===== config.mk =====
export PLATFORM = sky130hd
export DESIGN_NAME = sbmf_out_fifo
export DESIGN_NICKNAME = d
export VERILOG_FILES = /design/src/rtl/sbmf_pkg.sv /design/src/rtl/sbmf_out_fifo.sv
export VERILOG_INCLUDE_DIRS = /design/src /design/src/rtl
export SDC_FILE = /design/constraint.sdc
export NUM_CORES = 1
export LEC_CHECK = 0
export ABC_AREA = 0
export BUFFER_PORTS_ARGS = -buffer_cell sky130_fd_sc_hd__buf_2
export CAP_MARGIN = 20
export CORE_MARGIN = 1
export CORE_UTILIZATION = 55
export DETAILED_ROUTE_END_ITERATION = 6
export PLACE_DENSITY = 0.74
export SYNTH_ARGS = -nofsm -noshare
export SYNTH_HDL_FRONTEND = slang
export SYNTH_SLANG_ARGS = --single-unit

===== constraint.sdc =====
create_clock -name clk -period 2.93 [get_ports clk]
set_clock_uncertainty 0.15 [all_clocks]
set_input_delay 0 -clock clk [delete_from_list [all_inputs] [get_ports clk]]
set_output_delay 0 -clock clk [all_outputs]
set_load 0.1 [all_outputs]

===== src/rtl/separable_box_mean_filter_assert.svh =====
// Assertion macros shared by the box mean filter modules.
`ifndef SEPARABLE_BOX_MEAN_FILTER_ASSERT_SVH
`define SEPARABLE_BOX_MEAN_FILTER_ASSERT_SVH

// A condition that holds at every clock edge outside reset.
`define SBMF_ASSERT(label, cond, msg) \
  label: assert property (@(posedge clk) disable iff (rst) (cond)) else $error(msg);

// A consequence that holds in the same cycle as its antecedent.
`define SBMF_ASSERT_IMPL(label, ante, cons, msg) \
  label: assert property (@(posedge clk) disable iff (rst) (ante) |-> (cons)) else $error(msg);

// A consequence that holds in the cycle after its antecedent.
`define SBMF_ASSERT_NEXT(label, ante, cons, msg) \
  label: assert property (@(posedge clk) disable iff (rst) (ante) |=> (cons)) else $error(msg);

`endif


===== src/rtl/sbmf_pkg.sv =====
// Shared constants and types of the separable box mean filter.
`timescale 1ns / 1ps
package sbmf_pkg;

  localparam int PIX_W       = 8;
  localparam int POS_W       = 10;
  localparam int DIM_W       = 11;
  localparam int CFG_IDX_W   = 2;
  localparam int MAX_HEIGHT  = 1024;
  localparam int DIM_RESET   = 512;
  localparam int MAX_WIDTH_DEF = 1024;
  localparam int RADIUS_DEF  = 3;
  localparam int OUT_DEPTH   = 4;
  localparam int TDATA_W     = 32;

  localparam logic [CFG_IDX_W-1:0] REG_WIDTH  = CFG_IDX_W'(0);
  localparam logic [CFG_IDX_W-1:0] REG_HEIGHT = CFG_IDX_W'(1);

  typedef struct packed {
    logic             frame_last;
    logic [POS_W-1:0] out_col;
    logic [POS_W-1:0] out_row;
    logic [PIX_W-1:0] mean_value;
  } result_t;

endpackage


===== src/rtl/sbmf_out_fifo.sv =====
// Small output queue that decouples the filter pipeline from the result receiver.
`timescale 1ns / 1ps
`include "separable_box_mean_filter_assert.svh"
module sbmf_out_fifo #(
  parameter int DEPTH = sbmf_pkg::OUT_DEPTH
) (
  input  logic                       clk,
  input  logic                       rst,
  input  logic                       wr_en,
  input  sbmf_pkg::result_t          wr_data,
  output logic                       rd_valid,
  input  logic                       rd_ready,
  output sbmf_pkg::result_t          rd_data,
  output logic [$clog2(DEPTH+1)-1:0] level
);
  import sbmf_pkg::*;

  localparam int PTR_W = $clog2(DEPTH);
  localparam int LVL_W = $clog2(DEPTH+1);

  result_t          store [DEPTH];
  logic [PTR_W-1:0] wr_ptr;
  logic [PTR_W-1:0] rd_ptr;
  logic             pop;

  assign pop      = rd_valid && rd_ready;
  assign rd_valid = (level != '0);
  assign rd_data  = store[rd_ptr];

  always_ff @(posedge clk) begin
    if (wr_en) begin
      store[wr_ptr] <= wr_data;
    end
  end

  always_ff @(posedge clk) begin
    if (rst) begin
      wr_ptr <= '0;
      rd_ptr <= '0;
      level  <= '0;
    end else begin
      if (wr_en) begin
        wr_ptr <= (wr_ptr == PTR_W'(DEPTH - 1)) ? '0 : wr_ptr + PTR_W'(1);
      end
      if (pop) begin
        rd_ptr <= (rd_ptr == PTR_W'(DEPTH - 1)) ? '0 : rd_ptr + PTR_W'(1);
      end
      if (wr_en && !pop) begin
        level <= level + LVL_W'(1);
      end else if (!wr_en && pop) begin
        level <= level - LVL_W'(1);
      end
    end
  end

  `SBMF_ASSERT_IMPL(no_push_when_full, wr_en, level < LVL_W'(DEPTH), "push into a full queue")
  `SBMF_ASSERT_NEXT(level_holds, !wr_en && !pop, $stable(level), "level moved without a request")
  `SBMF_ASSERT_NEXT(level_grows, wr_en && !pop, level == $past(level) + LVL_W'(1), "level did not grow on push")

endmodule


==> Word-level counts from Yosys, hierarchy flattened <==
Memories as Yosys holds them, arrays and structs flattened. A register that Yosys moved wholly into a read port is not among the register bits.
Index checks and enable logic that the tools add are counted.
{ "classes": {"bitwise": 0, "n_mux": 8, "n_lt_le_gt_ge": 0, "mul": 0, "n_reduce_logical": 7, "addsub": 4, "shift": 0, "n_div": 0, "n_eq_ne": 2} }
{ "op_table": {"columns": ["op", "n"], "rows": [
  ["$mux W2", 4],
  ["$mux W3", 2],
  ["$add A2 B1 Y2 const B", 2],
  ["$eq A2 B2 Y1 const B", 2],
  ["$add A3 B1 Y3 const B", 1],
  ["$logic_and A1 B1 Y1", 3],
  ["$reduce_bool A3 Y1", 1],
  ["$sub A3 B1 Y3 const B", 1],
  ["$logic_not A1 Y1", 2],
  ["$mux W1", 2],
  ["$reduce_bool A2 Y1", 1]
]} }
{ "word_totals": {"n_memories": 1, "ff_bits": 7, "romBits": 0, "out_inout_bits": 33, "mem_bits_rw": 116, "elab_cells": 25, "latch_bits": 0, "in_bits": 33} }
{ "memory_table": {"columns": ["memory", "words", "word_bits", "read_ports", "rd_clocked_by_memory_dff", "write_ports", "line", "source"], "rows": [
  ["store", 4, 29, 1, 1, 1, "sbmf_out_fifo.sv:21", "result_t store [DEPTH];"]
]} }

==> Logic depth before layout (Yosys ltp) <==
Gate-level depths: netlist (run 1).
{ "logic_depth": {"word_depth": 5, "ltp_mapped": 7, "depth_no_buf": 7} }

==> Least setup slack after synthesis (run 1) <==
OpenSTA, ideal clock, no wires.
{ "synth_path": {"path_type": "register -> register", "start": "register level[0]", "end": "register level[2]", "path_buffers": 0, "required_time_ps": 2710, "synth_period_minus_slack_ps": 2603, "slack_ps": 327, "stages_incl_launch_ff": 8, "t_arrival_ps": 2383, "setup_ps": 70, "path_cell_list": "dfxtp_1 -> o31ai_2 -> ha_1 -> inv_1 -> fa_1 -> xor2_1 -> or3_1 -> a21oi_1"} }
{ "synth_between": {"elab_chain_cells": 5, "word_cells_on_any_way": 10, "classes_between": "2 x add/sub; 2 x mux; 6 x reduce/logical"} }
{ "synth_rtl": {"columns": ["item", "line", "source"], "rows": [
  ["from (decl)", "sbmf_out_fifo.sv:14", "output logic [$clog2(DEPTH+1)-1:0] level"],
  ["from (signal assigned)", "sbmf_out_fifo.sv:49", "level <= level + LVL_W'(1);"],
  ["from (signal assigned)", "sbmf_out_fifo.sv:51", "level <= level - LVL_W'(1);"],
  ["branches (longest 5 deep; another with $sub A3 B1 Y3)", null, null]
]} }
Several ways; the timed one is not identified. The select of a mux whose other input is x is not followed.
A chain may end at the register's enable or synchronous reset.

==> Worst setup path in the final report (run 1) <==
{ "layout_path": {"start": "register level[1]", "end": "register level[2]"} }
The elaborated chain is that of the path after synthesis.

==> results of run 1 <==
## synthesized netlist by cell type
cell type  count  share of area [%]
nor3b_1        1               0.16
buf_12         1               0.43
ha_1           6                1.6
buf_4          1               0.16
o21ai_0        1               0.11
mux4_1         1               0.57
a21oi_1        3               0.32
o31ai_2        1               0.27
nor2_1         5               0.40
buf_6          1               0.24
or3_1          3               0.40
mux2i_1        3               0.65
inv_1          4               0.32
edfxtp_1     116                 75
fa_1           1               0.43
clkbuf_1       1              0.081
dfxtp_1        9                3.9
mux4_2        28                 14
buf_2          2               0.22
nand2_1        1              0.081
and2_1         4               0.54
xor2_1         2               0.38
## power by group through the flow
| stage | clock (W) | sequential [W] | combinational, W |
|---|---|---|---|
| floorplan | 0 | 0.00222 | 0.00157 |
| global placement | 0 | 0.00214 | 0.00190 |
| detailed placement | 0 | 0.00215 | 0.00192 |
| CTS | 0.00223 | 0.00211 | 0.00197 |
| global route | 0.00231 | 0.00213 | 0.00204 |
| finish | 0.00221 | 0.00212 | 0.00197 |
## through the flow
step,std cells,power (W),setup slack [ns]
final,437,0.00630,0.125
after global routing,437,0.00648,-0.00136
after CTS,436,0.00632,0.102
after detailed placement,370,0.00406,0.648
after global placement,370,0.00404,0.730
after floorplan,195,0.00379,0.327
## worst max-delay path: cells and delay by family (launching register included)
kind / cells / cell delay, ns
AOI/OAI and AO/OA: 2 / 0.46
xor gates and xnor gates: 1 / 0.18
adders and majority gates: 2 / 0.63
buffers and inverters: 2 / 0.63
DFF: 1 / 0.38
and+or+nand+nor: 1 / 0.31
## layout make-up
| cell class | instances | area [µm²] | area share [%] |
|---|---|---|---|
| inverters | 4 | 15.0 | 0.245 |
| clock inverters | 15 | 219 | 3.57 |
| flip-flops and latches | 125 | 3660 | 59.8 |
| well taps | 105 | 131 | 2.14 |
| repair buffers | 111 | 768 | 12.5 |
| clock buffers | 17 | 414 | 6.76 |
| multi-input cells | 60 | 917 | 15.0 |
## worst paths after layout
check / depth (start not counted) / slack, ns / to
max: 8 / 0.12 / level[2]
min reg2reg: 2 / 0.37 / flip-flop
min: 2 / 0.09 / store[1][19]
max reg2reg: 8 / 0.12 / level[2]
## cells by family after synthesis
| family | Yosys count | synth area share (%) |
|---|---|---|
| adders and majority gates | 7 | 2.05 |
| DFF | 125 | 79.0 |
| and+or+nand+nor | 14 | 1.59 |
| muxes | 32 | 14.8 |
| xor gates and xnor gates | 2 | 0.378 |
| buffers and inverters | 10 | 1.46 |
| AOI/OAI and AO/OA | 5 | 0.701 |
## flip-flops by register name, summed over array words and instances (netlist names), named ones only
signal	count
wr_ptr	2
level	3
store	116
rd_ptr	2
## timing repair
item	in CTS	in global routing
gates resized for setup	0	2
setup buffers	0	1
endpoints found under the setup margin	0	1
hold buffers	34	0
endpoints found under the hold margin	125	0
## per-layer routing
metal | vias to the layer above | GRT usage [%]
met2 | 68 | 35.9
met5 | - | 0
met3 | 17 | 4.94
li1 | 1062 | -
met4 | 0 | 9.74
met1 | 1211 | 26.3
## cell usage in the layout, fill, tap and decap left out, types with 2 or more instances in the layout
cell type	synthesis	routed
clkbuf_16	0	16
dlygate4sd3_1	0	34
dfxtp_1	9	8
clkinvlp_4	0	4
bufinv_16	0	5
or3_1	3	3
clkinv_1	0	2
nor2_1	5	5
mux2i_1	3	3
xor2_1	2	2
mux4_2	28	28
buf_2	2	65
ha_1	6	5
inv_6	0	2
buf_4	1	11
inv_1	4	4
a21oi_1	3	3
edfxtp_1	116	116
and2_1	4	4
==> impl_metrics.tcl, run 1 <==
set metrics [dict create \
    numCtsBuffers 17 \
    crit_path_max_incr_delay_ns 0.57 \
    drive_gt1_share_pct 41.6 \
    fin_crit_sh_pct 95.7 \
    dp_hpwl_um 4790 \
    remaining_drc_errors 0 \
    drtIter0Drc 99 \
    start_util_pct 56.7 \
    relSlewSlack_pct 58.7 \
    top_layer_used "met4" \
    wl_met2_um 4410 \
    boundaryPins 66 \
    dieArea_um2 8800 \
    setup_violations 0 \
    area_growth_pct 32.2 \
    cap_viol_max_count 0 \
    grt_pass1_vias 2535 \
    yosysSeqAreaShare_pct 79.0 \
    ys_ff_latch 125 \
    root_buffer "clkbuf_8" \
    clockBufferDepth 2 \
    fin_crit_ns 2.81 \
    power.switching_w 0.00231 \
    port_buffers 65 \
    totalWireLength_um 8330 \
    pwr-share-comb_pct 31.3 \
    cts.sinks 125 \
    p_seq_share_pct 33.6 \
    fin_area_um2 6130 \
    gr-usage-all-layers_pct 21.3 \
    finalHoldViolCount 0 \
    grt_max_degree 27 \
    fill_cells 466 \
    min-delay-start "wr_data[19]" \
    vias 2358 \
    ir_worst_vdd_uv 968 \
    worst_skew_pair.late_latency_ns 0.51 \
    grt.overflow.total 0 \
    h-tree-depth 4 \
    status "completed" \
    place_area_um2 5140 \
    gp_congestion 0.693 \
    tritoncts "yes" \
    drv_slew 0 \
    crit_arrival_ns 3.11 \
    worst_path_max_delay_cell "dlygate4sd3_1" \
    routed-wl-met3_um 263 \
    max_freq_ghz 0.356 \
    synth_area_um2 4640 \
    antenna_found_initial 0 \
    p_int_w 0.00399 \
    die_w_um 93.8 \
    vias_per_cell 5.40 \
    syn_avg_cell_area_um2 23.8 \
    crit_path_cell_trace "o31ai_4 -> ha_2 -> inv_1 -> fa_1 -> xor2_1 -> or3_1 -> a21oi_1 -> dlygate4sd3_1" \
    yosysWarnings 0 \
    synthCells 195 \
    syn_nets 235 \
    wl_per_cell_um 19.1 \
    end_kind "flip-flop" \
    powerDensity_nw_per_um2 1030 \
    first_pass_iters 4 \
    fin_nets 359 \
    holdWs_ns 0.0885 \
    p_clk_share_pct 35.1 \
    start_kind "flip-flop" \
    hold_path.class "input pin to flip-flop" \
    final_util_pct 75.0 \
    path_class "flip-flop to flip-flop" \
    antenna_cells 0 \
    grt_pass1_wl_um 13100 \
    startpoint "level[1]" \
    r2r-start "level[1]" \
    antenna_left 0 \
    fin_setup_tns_ns 0 \
    leakage_nw 2.20 \
    path_clk_slew_ns 0.06 \
    synth.distinct_cells 22 \
    met1_length_um 3530 \
    coreArea_um2 8180 \
    cp_max_fo 5 \
    die_h_um 93.8 \
    swShare_pct 36.6 \
    rows 33 \
    required_ns 3.23 \
    worstMarginPinSlew_ns 0.619 \
]
Power figures use the tool's default switching activity.
==> inputs of run 2 (changes only) <==
Settings changed: CORE_UTILIZATION 55 to 40, PLACE_DENSITY 0.74 to 0.56.
==> impl_metrics.tcl, run 2 (synthesis results as in run 1) <==
set metrics [dict create \
    antenna_found_initial 0 \
    fill_cells 866 \
    drtIter0Drc 92 \
    final_util_pct 54.9 \
    setup_violations 0 \
    multi_input_area_um2 911 \
    h-tree-depth 4 \
    ir_worst_vdd_uv 705 \
    cts.sinks 125 \
    drv_slew 0 \
    largest_reg_flops 116 \
    remaining_drc_errors 0 \
    finalHoldViolCount 0 \
    wl_per_cell_um 16.8 \
    worst_skew_pair.late_latency_ns 0.40 \
    start_kind "flip-flop" \
    first_pass_iters 4 \
    crit_arrival_ns 2.53 \
    start_util_pct 41.9 \
    relSlewSlack_pct 43.9 \
    path_class "flip-flop to flip-flop" \
    seqCellArea_um2 3670 \
    path_clk_slew_ns 0.06 \
    tritoncts "yes" \
    vias 2235 \
    postCtsResizedCells 0 \
    worst_path_max_delay_cell "o31ai_2" \
    end_kind "flip-flop" \
    layout_commonest_cell "edfxtp_1" \
    rows 38 \
    largest-register "store" \
    cpLargestDelayFamily "adder cells" \
    powerDensity_nw_per_um2 1030 \
    max_freq_ghz 0.426 \
    crit_path_max_incr_delay_ns 0.41 \
    totalWireLength_um 7740 \
    layout.cells.non_filler 460 \
    fin_setup_tns_ns 0 \
    postCtsSetupBuffers 0 \
    gr-usage-all-layers_pct 14.7 \
    worstMarginPinSlew_ns 0.842 \
    cap_viol_max_count 0 \
    vias_per_cell 4.86 \
    dp_hpwl_um 4470 \
    area_growth_pct 31.2 \
    placed_cells 396 \
    root_buffer "clkbuf_16" \
    crit_path_cell_trace "o31ai_2 -> ha_1 -> inv_1 -> fa_1 -> xor2_1 -> or3_1 -> a21oi_1" \
    gp_congestion 0.661 \
    grt_pass1_vias 2423 \
    drive_gt1_share_pct 40.9 \
    grt_max_degree 30 \
    antenna_cells 0 \
    port_buffers 65 \
    holdBufCountCts 32 \
    die_h_um 110 \
    fin_crit_sh_pct 80.1 \
    numCtsBuffers 17 \
    dieArea_um2 12000 \
    boundaryPins 66 \
    coreArea_um2 11100 \
    fin_crit_ns 2.35 \
    top_regs "store (116), level (3)" \
    die_w_um 110 \
    leakage_nw 2.15 \
    final_cell_mix "edfxtp_1, buf_2, dlygate4sd3_1" \
    critPathBufInv 1 \
    hold_path.class "input pin to flip-flop" \
    rsz0062_at_grt "false" \
    grt.overflow.total 0 \
    antenna_left 0 \
    required_ns 3.11 \
    fin_nets 347 \
    grt_pass1_wl_um 12400 \
    clockBufferDepth 2 \
    cp_max_fo 5 \
    status "completed" \
    p_total_w 0.00627 \
]
-- run 2: cell count changes in the layout (fill, tap and decap cells not counted), moves of 2 or more --
| cell | before | now |
|---|---|---|
| clkinvlp_4 | 4 | 2 |
| and2_1 | 4 | 0 |
| and2_2 | 0 | 4 |
| buf_4 | 11 | 1 |
| dlygate4sd3_1 | 34 | 32 |
| clkinv_4 | 1 | 3 |
-- run 2: layout make-up --
class | count | area share (%)
Tap cell | 140 | 2.88
Inverter | 4 | 0.247
Clock inverter | 14 | 3.56
Multi-Input combinational cell | 60 | 15.0
Clock buffer | 18 | 7.05
Sequential cell | 125 | 60.2
Timing Repair Buffer | 99 | 11.1
-- run 2: path summary, 6_finish.rpt --
path,startpoint,endpoint,slack (ns),cells past startpoint
worst max register to register,level[0],level[2],0.58,7
worst min register to register,rd_ptr[0],flip-flop,0.34,2
worst max-delay path,level[0],level[2],0.58,7
worst min-delay path,wr_data[0],store[1][0],0.20,2
-- run 2: power breakdown --
group          internal (W)  total [W]  switching [W]
logic              0.000443    0.00188        0.00144
clock network       0.00151    0.00224       0.000724
registers           0.00205    0.00215      0.0000968
total               0.00401    0.00627        0.00226
-- run 2: metal layers --
| metal | up-vias | routed length [µm] | global-route usage [%] |
|---|---|---|---|
| met3 | 8 | 346 | 5.10 |
| met5 | - | 0 | 0 |
| met1 | 1126 | 3500 | 18.2 |
| met4 | 0 | 80 | 6.57 |
| li1 | 1040 | - | - |
| met2 | 61 | 3820 | 23.4 |
-- run 2: metrics by stage --
stage	hold slack, ns	cell area, µm²	setup slack [ns]
6_report	0.197	6090	0.584
5_1_grt	0.198	6090	0.441
4_1_cts	0.183	6090	0.534
3_5_place_dp	0.0685	5120	0.624
3_3_place_gp	0.0644	5120	0.722
2_1_floorplan	-0.0809	4640	0.327
